$ cat src/rtl/taq_pkg.sv
package taq_pkg;

    localparam int TEMP_WIDTH_DEF  = 16;
    localparam int COUNT_WIDTH_DEF = 16;

    localparam int LIMIT_W    = 16;
    localparam int MODE_W     = 2;
    localparam int PERIOD_W   = 16;
    localparam int DELAY_W    = 24;
    localparam int CFG_ADDR_W = 3;
    localparam int CFG_DATA_W = 24;

    localparam logic [CFG_ADDR_W-1:0] REG_HIGH_LIMIT    = 3'd0;
    localparam logic [CFG_ADDR_W-1:0] REG_LOW_LIMIT     = 3'd1;
    localparam logic [CFG_ADDR_W-1:0] REG_ALARM_MODE    = 3'd2;
    localparam logic [CFG_ADDR_W-1:0] REG_SAMPLE_PERIOD = 3'd3;
    localparam logic [CFG_ADDR_W-1:0] REG_ALARM_DELAY   = 3'd4;

    localparam logic [MODE_W-1:0] MODE_SINGLE     = 2'd0;
    localparam logic [MODE_W-1:0] MODE_CUMULATIVE = 2'd1;

    localparam logic signed [LIMIT_W-1:0] HIGH_LIMIT_RST    = 16'sd800;
    localparam logic signed [LIMIT_W-1:0] LOW_LIMIT_RST     = -16'sd320;
    localparam logic [MODE_W-1:0]         ALARM_MODE_RST    = MODE_SINGLE;
    localparam logic [PERIOD_W-1:0]       SAMPLE_PERIOD_RST = 16'd10;
    localparam logic [DELAY_W-1:0]        ALARM_DELAY_RST   = 24'd60;

    typedef enum logic [2:0] {
        ST_IDLE,
        ST_UPDATE,
        ST_RUN,
        ST_JUDGE,
        ST_DONE
    } taq_state_t;

endpackage

$ cat src/rtl/temperature_alarm_qualifier.sv
// m_tvalid rises after a beat is accepted, once the sample has passed ST_UPDATE, ST_RUN, ST_JUDGE
// and ST_DONE, if the output register is free. s_tready stays low until the result is loaded
// into the output register, so a new sample waits for the bit-serial divider that forms the
// window mean one quotient bit per cycle.
// Reset (rst_n low, asynchronous) restores the register defaults, closes the window,
// clears the sticky alarm and empties the output register.
module temperature_alarm_qualifier #(
    parameter int TEMP_WIDTH  = taq_pkg::TEMP_WIDTH_DEF,
    parameter int COUNT_WIDTH = taq_pkg::COUNT_WIDTH_DEF
) (
    input  logic                                   clk,
    input  logic                                   rst_n,
    input  logic                                   cfg_we,
    input  logic [taq_pkg::CFG_ADDR_W-1:0]         cfg_addr,
    input  logic [taq_pkg::CFG_DATA_W-1:0]         cfg_data,
    input  logic                                   s_tvalid,
    output logic                                   s_tready,
    // s_tdata: temperature
    input  logic [((TEMP_WIDTH+7)/8)*8-1:0]        s_tdata,
    output logic                                   m_tvalid,
    input  logic                                   m_tready,
    // m_tdata: alarm, window_count, window_mean
    output logic [((TEMP_WIDTH+COUNT_WIDTH+8)/8)*8-1:0] m_tdata
);
    import taq_pkg::*;

    localparam int SW  = TEMP_WIDTH + COUNT_WIDTH + 1;
    localparam int PW  = (COUNT_WIDTH + PERIOD_W > DELAY_W) ? COUNT_WIDTH + PERIOD_W : DELAY_W;
    localparam int LW  = (TEMP_WIDTH > LIMIT_W) ? TEMP_WIDTH : LIMIT_W;
    localparam int BCW = $clog2(SW);
    localparam int DW  = ((TEMP_WIDTH + COUNT_WIDTH + 8) / 8) * 8;

    taq_state_t state_reg, state_next;

    logic signed [LIMIT_W-1:0]  high_reg, low_reg;
    logic [MODE_W-1:0]          mode_reg;
    logic [PERIOD_W-1:0]        period_reg;
    logic [DELAY_W-1:0]         delay_reg;

    logic [COUNT_WIDTH-1:0]     count_reg, count_next;
    logic signed [SW-1:0]       sum_reg, sum_next;
    logic                       alarm_reg;
    logic                       judge_reg, judge_next;

    logic signed [TEMP_WIDTH-1:0] t_reg;
    logic                       neg_reg;
    logic [SW-1:0]              dvd_reg;
    logic [COUNT_WIDTH-1:0]     rem_reg;
    logic [PW-1:0]              mcand_reg, prod_reg;
    logic [COUNT_WIDTH-1:0]     mplier_reg;
    logic [BCW-1:0]             bit_cnt_reg;
    logic signed [TEMP_WIDTH-1:0] mean_reg;

    logic                       out_valid_reg;
    logic                       out_alarm_reg;
    logic [COUNT_WIDTH-1:0]     out_count_reg;
    logic signed [TEMP_WIDTH-1:0] out_mean_reg;

    logic                       ld_out;
    logic signed [LW-1:0]       high_ext, low_ext, t_ext, mean_ext;
    logic                       t_oor, mean_oor, window_long;
    logic [COUNT_WIDTH:0]       rem_sh;
    logic                       q_bit;
    logic [SW-1:0]              q_signed, sum_mag;
    logic signed [TEMP_WIDTH-1:0] mean_val;

    assign high_ext = LW'(high_reg);
    assign low_ext  = LW'(low_reg);
    assign t_ext    = LW'(t_reg);
    assign t_oor    = (t_ext > high_ext) || (t_ext < low_ext);

    // Window update on the captured sample (cumulative mode only).
    always_comb
    begin
        count_next = count_reg;
        sum_next   = sum_reg;
        judge_next = 1'b0;
        if (mode_reg == MODE_CUMULATIVE)
        begin
            if (count_reg == '0)
            begin
                if (t_oor)
                begin
                    count_next = COUNT_WIDTH'(1);
                    sum_next   = SW'(t_reg);
                end
            end
            else
            begin
                if (count_reg != '1)
                begin
                    count_next = count_reg + COUNT_WIDTH'(1);
                    sum_next   = sum_reg + SW'(t_reg);
                end
                judge_next = 1'b1;
            end
        end
    end

    assign sum_mag = sum_next[SW-1] ? (~sum_next + SW'(1)) : sum_next;

    // One restoring-division step per cycle in ST_RUN on the magnitude of the sum.
    assign rem_sh = {rem_reg, dvd_reg[SW-1]};
    assign q_bit  = (rem_sh >= {1'b0, count_reg});

    assign q_signed    = neg_reg ? (~dvd_reg + SW'(1)) : dvd_reg;
    assign mean_val    = q_signed[TEMP_WIDTH-1:0];
    assign mean_ext    = LW'(mean_val);
    assign mean_oor    = (mean_ext > high_ext) || (mean_ext < low_ext);
    assign window_long = prod_reg > PW'(delay_reg);

    always_comb
    begin
        state_next = state_reg;
        unique case (state_reg)
            ST_IDLE:   if (s_tvalid) state_next = ST_UPDATE;
            ST_UPDATE: state_next = ST_RUN;
            ST_RUN:    if (bit_cnt_reg == BCW'(SW - 1)) state_next = ST_JUDGE;
            ST_JUDGE:  state_next = ST_DONE;
            ST_DONE:   if (ld_out) state_next = ST_IDLE;
            default:   state_next = ST_IDLE;
        endcase
    end

    always_comb
    begin
        s_tready = (state_reg == ST_IDLE);
        ld_out   = (state_reg == ST_DONE) && (!out_valid_reg || m_tready);
    end

    assign m_tvalid = out_valid_reg;
    assign m_tdata  = DW'({out_mean_reg, out_count_reg, out_alarm_reg});

    always_ff @(posedge clk or negedge rst_n)
    begin
        if (!rst_n)
        begin
            state_reg     <= ST_IDLE;
            high_reg      <= HIGH_LIMIT_RST;
            low_reg       <= LOW_LIMIT_RST;
            mode_reg      <= ALARM_MODE_RST;
            period_reg    <= SAMPLE_PERIOD_RST;
            delay_reg     <= ALARM_DELAY_RST;
            count_reg     <= '0;
            sum_reg       <= '0;
            alarm_reg     <= 1'b0;
            judge_reg     <= 1'b0;
            out_valid_reg <= 1'b0;
        end
        else
        begin
            state_reg <= state_next;

            if (cfg_we)
            begin
                unique case (cfg_addr)
                    REG_HIGH_LIMIT:    high_reg   <= cfg_data[LIMIT_W-1:0];
                    REG_LOW_LIMIT:     low_reg    <= cfg_data[LIMIT_W-1:0];
                    REG_ALARM_MODE:    mode_reg   <= cfg_data[MODE_W-1:0];
                    REG_SAMPLE_PERIOD: period_reg <= cfg_data[PERIOD_W-1:0];
                    REG_ALARM_DELAY:   delay_reg  <= cfg_data[DELAY_W-1:0];
                    default:           ;
                endcase
            end

            if (state_reg == ST_UPDATE)
            begin
                count_reg <= count_next;
                sum_reg   <= sum_next;
                judge_reg <= judge_next;
                if (mode_reg == MODE_SINGLE && t_oor)
                    alarm_reg <= 1'b1;
            end

            // A long enough window is judged on its mean: out of range alarms, else it closes.
            if (state_reg == ST_JUDGE && judge_reg && window_long)
            begin
                if (mean_oor)
                    alarm_reg <= 1'b1;
                else
                begin
                    count_reg <= '0;
                    sum_reg   <= '0;
                end
            end

            if (ld_out)
                out_valid_reg <= 1'b1;
            else if (m_tready)
                out_valid_reg <= 1'b0;
        end
    end

    always_ff @(posedge clk)
    begin
        if (s_tvalid && s_tready)
            t_reg <= s_tdata[TEMP_WIDTH-1:0];

        unique case (state_reg)
            ST_UPDATE:
            begin
                neg_reg     <= sum_next[SW-1];
                dvd_reg     <= sum_mag;
                rem_reg     <= '0;
                mcand_reg   <= PW'(period_reg);
                mplier_reg  <= count_next;
                prod_reg    <= '0;
                bit_cnt_reg <= '0;
            end
            ST_RUN:
            begin
                rem_reg     <= q_bit ? COUNT_WIDTH'(rem_sh - {1'b0, count_reg})
                                     : rem_sh[COUNT_WIDTH-1:0];
                dvd_reg     <= {dvd_reg[SW-2:0], q_bit};
                if (mplier_reg[0])
                    prod_reg <= prod_reg + mcand_reg;
                mcand_reg   <= {mcand_reg[PW-2:0], 1'b0};
                mplier_reg  <= {1'b0, mplier_reg[COUNT_WIDTH-1:1]};
                bit_cnt_reg <= bit_cnt_reg + BCW'(1);
            end
            ST_JUDGE:
            begin
                if (count_reg == '0 || (judge_reg && window_long && !mean_oor))
                    mean_reg <= '0;
                else
                    mean_reg <= mean_val;
            end
            default: ;
        endcase

        if (ld_out)
        begin
            out_alarm_reg <= alarm_reg;
            out_count_reg <= count_reg;
            out_mean_reg  <= mean_reg;
        end
    end

endmodule

$ cat config.mk
export PLATFORM = sky130hd
export DESIGN_NAME = temperature_alarm_qualifier
export DESIGN_NICKNAME = d
export VERILOG_FILES = /design/src/rtl/taq_pkg.sv /design/src/rtl/temperature_alarm_qualifier.sv
export SDC_FILE = /design/constraint.sdc
export NUM_CORES = 1
export LEC_CHECK = 0
export BUFFER_PORTS_ARGS = -buffer_cell sky130_fd_sc_hd__buf_2
export CORE_UTILIZATION = 60
export DETAILED_ROUTE_END_ITERATION = 10
export MAX_ROUTING_LAYER = met4
export PLACE_DENSITY = 0.78
export REMOVE_ABC_BUFFERS = 1
export SLEW_MARGIN = 25
export SYNTH_ARGS = -nofsm -noshare
export SYNTH_HDL_FRONTEND = slang
export SYNTH_SLANG_ARGS = --single-unit
$ cat constraint.sdc
create_clock -name clk -period 7.7 [get_ports clk]
set_clock_uncertainty 0.1 [all_clocks]
set_input_delay 0.385 -clock clk [delete_from_list [all_inputs] [get_ports clk]]
set_output_delay 0.385 -clock clk [all_outputs]
set_load 0.01 [all_outputs]
==> summary.md <==
| Metric | Value |
|---|---|
| Status | complete, no violations |
| CTS clock-pin slew for the worst setup and hold paths | 60 ps |
| Clock Path Buffers | 3 |
| CTS tree | built |
| EDFF count, synth | 201 |
| Post-Syn Area | 22000 um2 |
| Placement Cell Area | 22800 um2 |
| M2 GR Usage | 52.9% |
| Final setup viols | 0 |
| Design Power | 0.0119 W |
| Row count | 69 |
| Clock sinks | 330 |
| Flop and latch count out of synthesis | 330 |
| Cells on worst reg2reg path | 14 |
| Critical Path End | dvd_reg[30] |
| Synth async-reset ratio | 39.1% |
| Finished Cell Area | 24400 um2 |
| DRT iter0 DRCs | 2065 |
| Maxcap violations | 0 |
| Antenna diodes | 0 |
| Skew-Pair Late Insertion Delay | 570 ps |
| Capturing point of the worst reg2reg path | dvd_reg[30] |
| Register area share after synthesis | 42.1% |
| GRT met3 Usage | 5.88% |
| Max Fclk | 177 MHz |
| Worst hold-check path type | input pin to register |
| CTS resizes | 0 |
| Fillers | 2735 |
| Clk root buf | clkbuf_16 |
| Pin count of the biggest net entering global routing | 88 |
| Detailed placer's ending HPWL | 44400 um |
| Kind of critical path | register to register |
| First-pass GRT wire length | 100000 um |
| Reg2Reg Setup Slack | 2040 ps |
| DIE HEIGHT | 194 um |
| Routed vias | 19000 |
| Drc violations | 0 |
| Fin crit share | 73.5% |
| Share of cells above drive strength 1 | 11.4% |
| Gpl congestion | 0.972 |
| Critical R2R Launch | t_ext[15] |
| Distinct cells, synth | 108 |
| P per Cell Area | 486 nW/um2 |
| Final Max Tran Viols | 0 |
| TritonCTS Buffers | 37 |
| Grt met1 use | 46.2% |
| Hold WS | 27.5 ps |
| Rel. slew slack | 35.6% |
| Total grt overflow | 0 |
| Setup_tns | 0 ps |
| CORE AREA | 35800 um2 |
| Initial core utilization | 61.5% |
| LEAKAGE | 9.91 nW |
| Worst-path fanout max | 29 |
| Gr busiest metal | met2 |
| DR vias/cell | 6.57 |
| Crit. End Element | register |
| CP arrival | 5960 ps |
| RSZ-0062 raised after global routing | no |
| Final #Nets | 2621 |
| Synth Instances | 2341 |
| Ports | 90 |
| Port Buffer Count | 82 |
| Tmin final | 5660 ps |
| Startpoint types | register |
| Detailed Route WL | 62800 um |
| H-tree levels | 2 |
| Initial antenna violation count | 1 |
| Synth Area per Inst | 9.42 um2 |
| TritonRoute pass-1 iters | 9 |
| Least-Margin Pin Slew | 966 ps |
| CP startpoint | t_ext[15] |
| Synth warn | 0 |
| DIE AREA | 37500 um2 |
| Peak VDD IR | 0.298 mV |
| Final hold vios | 0 |
| Vias in the first global route | 18600 |
| Critical path required time | 8000 ps |
| Routed WL per cell | 21.7 um |
| Total Routing Usage GR | 34.6% |
| Layout area overhead | 10.8% |
| Die span in x | 194 um |
| # Post-CTS Setup Buffers | 0 |
| Ys flop type | edfxtp_1 |
| Post-DRT Antenna Nets | 0 |
## cells by family after synthesis
group,count (synthesis),share of synthesized area [%]
fa+ha+maj,174,9.98
buf+inv,243,4.49
compound gates,670,20.1
mux,34,1.69
other cells,1,0.0170
xor+xnor,98,3.89
simple gates,791,17.7
flops,330,42.1
## cells in the final DEF (no fill, tap or decap), drive strengths merged, types with 11 or more instances in the layout
master and n:
nand2 246, nor2 205, edfxtp 201, o21ai 182
ha 171, a21oi 153, inv 117, dfrtp 111
buf 109, nand3 62, xnor2 57, nor3 51
clkbuf 50, a21o 44, xor2 41, nor2b 36
nand4 36, a211oi 34, and3 33, dlygate4sd3 32
mux2 26, o31ai 26, o21a 25, o22ai 25
a31oi 23, nor4 22, or3 20, nand2b 20
dfstp 18, a311oi 15, o211ai 15, and2 13
clkinv 12, o31a 11, o221ai 11
## worst min path at each step
stage,start,endpoint,slack (ps),cells past startpoint
finish,cfg_data[14],low_ext[14],30,3
global route,cfg_data[14],low_ext[14],30,3
CTS,cfg_data[12],low_ext[12],2,3
detailed placement,mean_reg[13],out_mean_reg[13],310,0
global placement,mean_reg[0],out_mean_reg[0],300,0
floorplan,rst_n,alarm_reg,-10,0
## through the flow
| stage | util (%) | instances | setup slack (ps) |
|---|---|---|---|
| final | 68.2 | 2889 | 2040 |
| after global routing | 68.2 | 2889 | 1780 |
| after CTS | 68.1 | 2887 | 2150 |
| after detailed placement | 63.6 | 2787 | 2170 |
| after global placement | 63.5 | 2787 | 2130 |
| after floorplan | - | 2219 | 1310 |
## critical path, cell delays in order, from the launching register on
cell      delay (ps)
edfxtp_1         370
buf_4            250
ha_1             380
nand4_1          200
or4_1            540
o21ai_1          140
a31o_1           440
o21ai_2          310
nand2_1          480
nand2_1          160
o221a_2          460
nor2_1           690
inv_1            400
a311o_1          380
a211oi_2         180
## metal layers
layer  wire length [um]  part of all wire, %
met4               2180                  3.5
met1              26600                   42
met2              28600                   46
met5                  0                    0
met3               5390                  8.6
## synthesized netlist by cell type, types with 7 or more instances
library cell,number,area share (%)
or3_1,20,0.57
nand2b_1,19,0.54
dfstp_2,18,2.1
a311oi_1,15,0.60
o21ai_0,175,4.0
clkbuf_1,97,1.7
o31ai_1,25,0.85
nor2b_1,36,1.0
ha_1,171,9.7
dfrtp_1,111,13
and3_1,33,0.94
inv_1,114,1.9
o221ai_1,11,0.44
o211ai_1,14,0.48
a22oi_1,9,0.31
a21oi_1,152,3.5
a21o_1,44,1.5
buf_2,11,0.25
o21a_1,25,0.85
or4_1,9,0.31
buf_1,7,0.12
xnor2_1,57,2.3
a221oi_1,7,0.28
nand2_1,244,4.2
or2_2,7,0.20
mux2_2,26,1.3
mux2i_1,8,0.36
o32ai_1,8,0.32
o22ai_1,24,0.68
xor2_1,41,1.6
nor3b_1,8,0.27
buf_4,9,0.31
nor3_1,48,1.1
a211oi_1,31,1.1
nor2_1,204,3.5
o21bai_1,8,0.27
o31a_1,11,0.44
nor4_1,17,0.48
edfxtp_1,201,27
a31oi_1,22,0.62
and2_1,13,0.37
nand3_1,60,1.4
nand4_1,33,0.94
## final cells by class
class / count / area, um2 / share of cell area (%)
clock inverter: 18 / 216 / 0.886
multi-input combinational: 1774 / 11900 / 48.6
inverter: 115 / 432 / 1.77
sequential: 330 / 9290 / 38.0
timing repair buffer: 141 / 972 / 3.98
clock buffer: 50 / 1080 / 4.41
tap: 461 / 577 / 2.36
## report_power, final
part / leakage (nW) / internal (W) / total [W] / switching, W
Combinational: 5.77 / 0.00249 / 0.00662 / 0.00413
Sequential: 3.50 / 0.00286 / 0.00338 / 0.000524
Clock: 0.643 / 0.00112 / 0.00189 / 0.000760
## repair_timing
item,in CTS,in global routing
setup endpoints to repair,0,0
hold buffers,32,0
hold endpoints to repair,101,0
(Power assumes the default switching activity.)
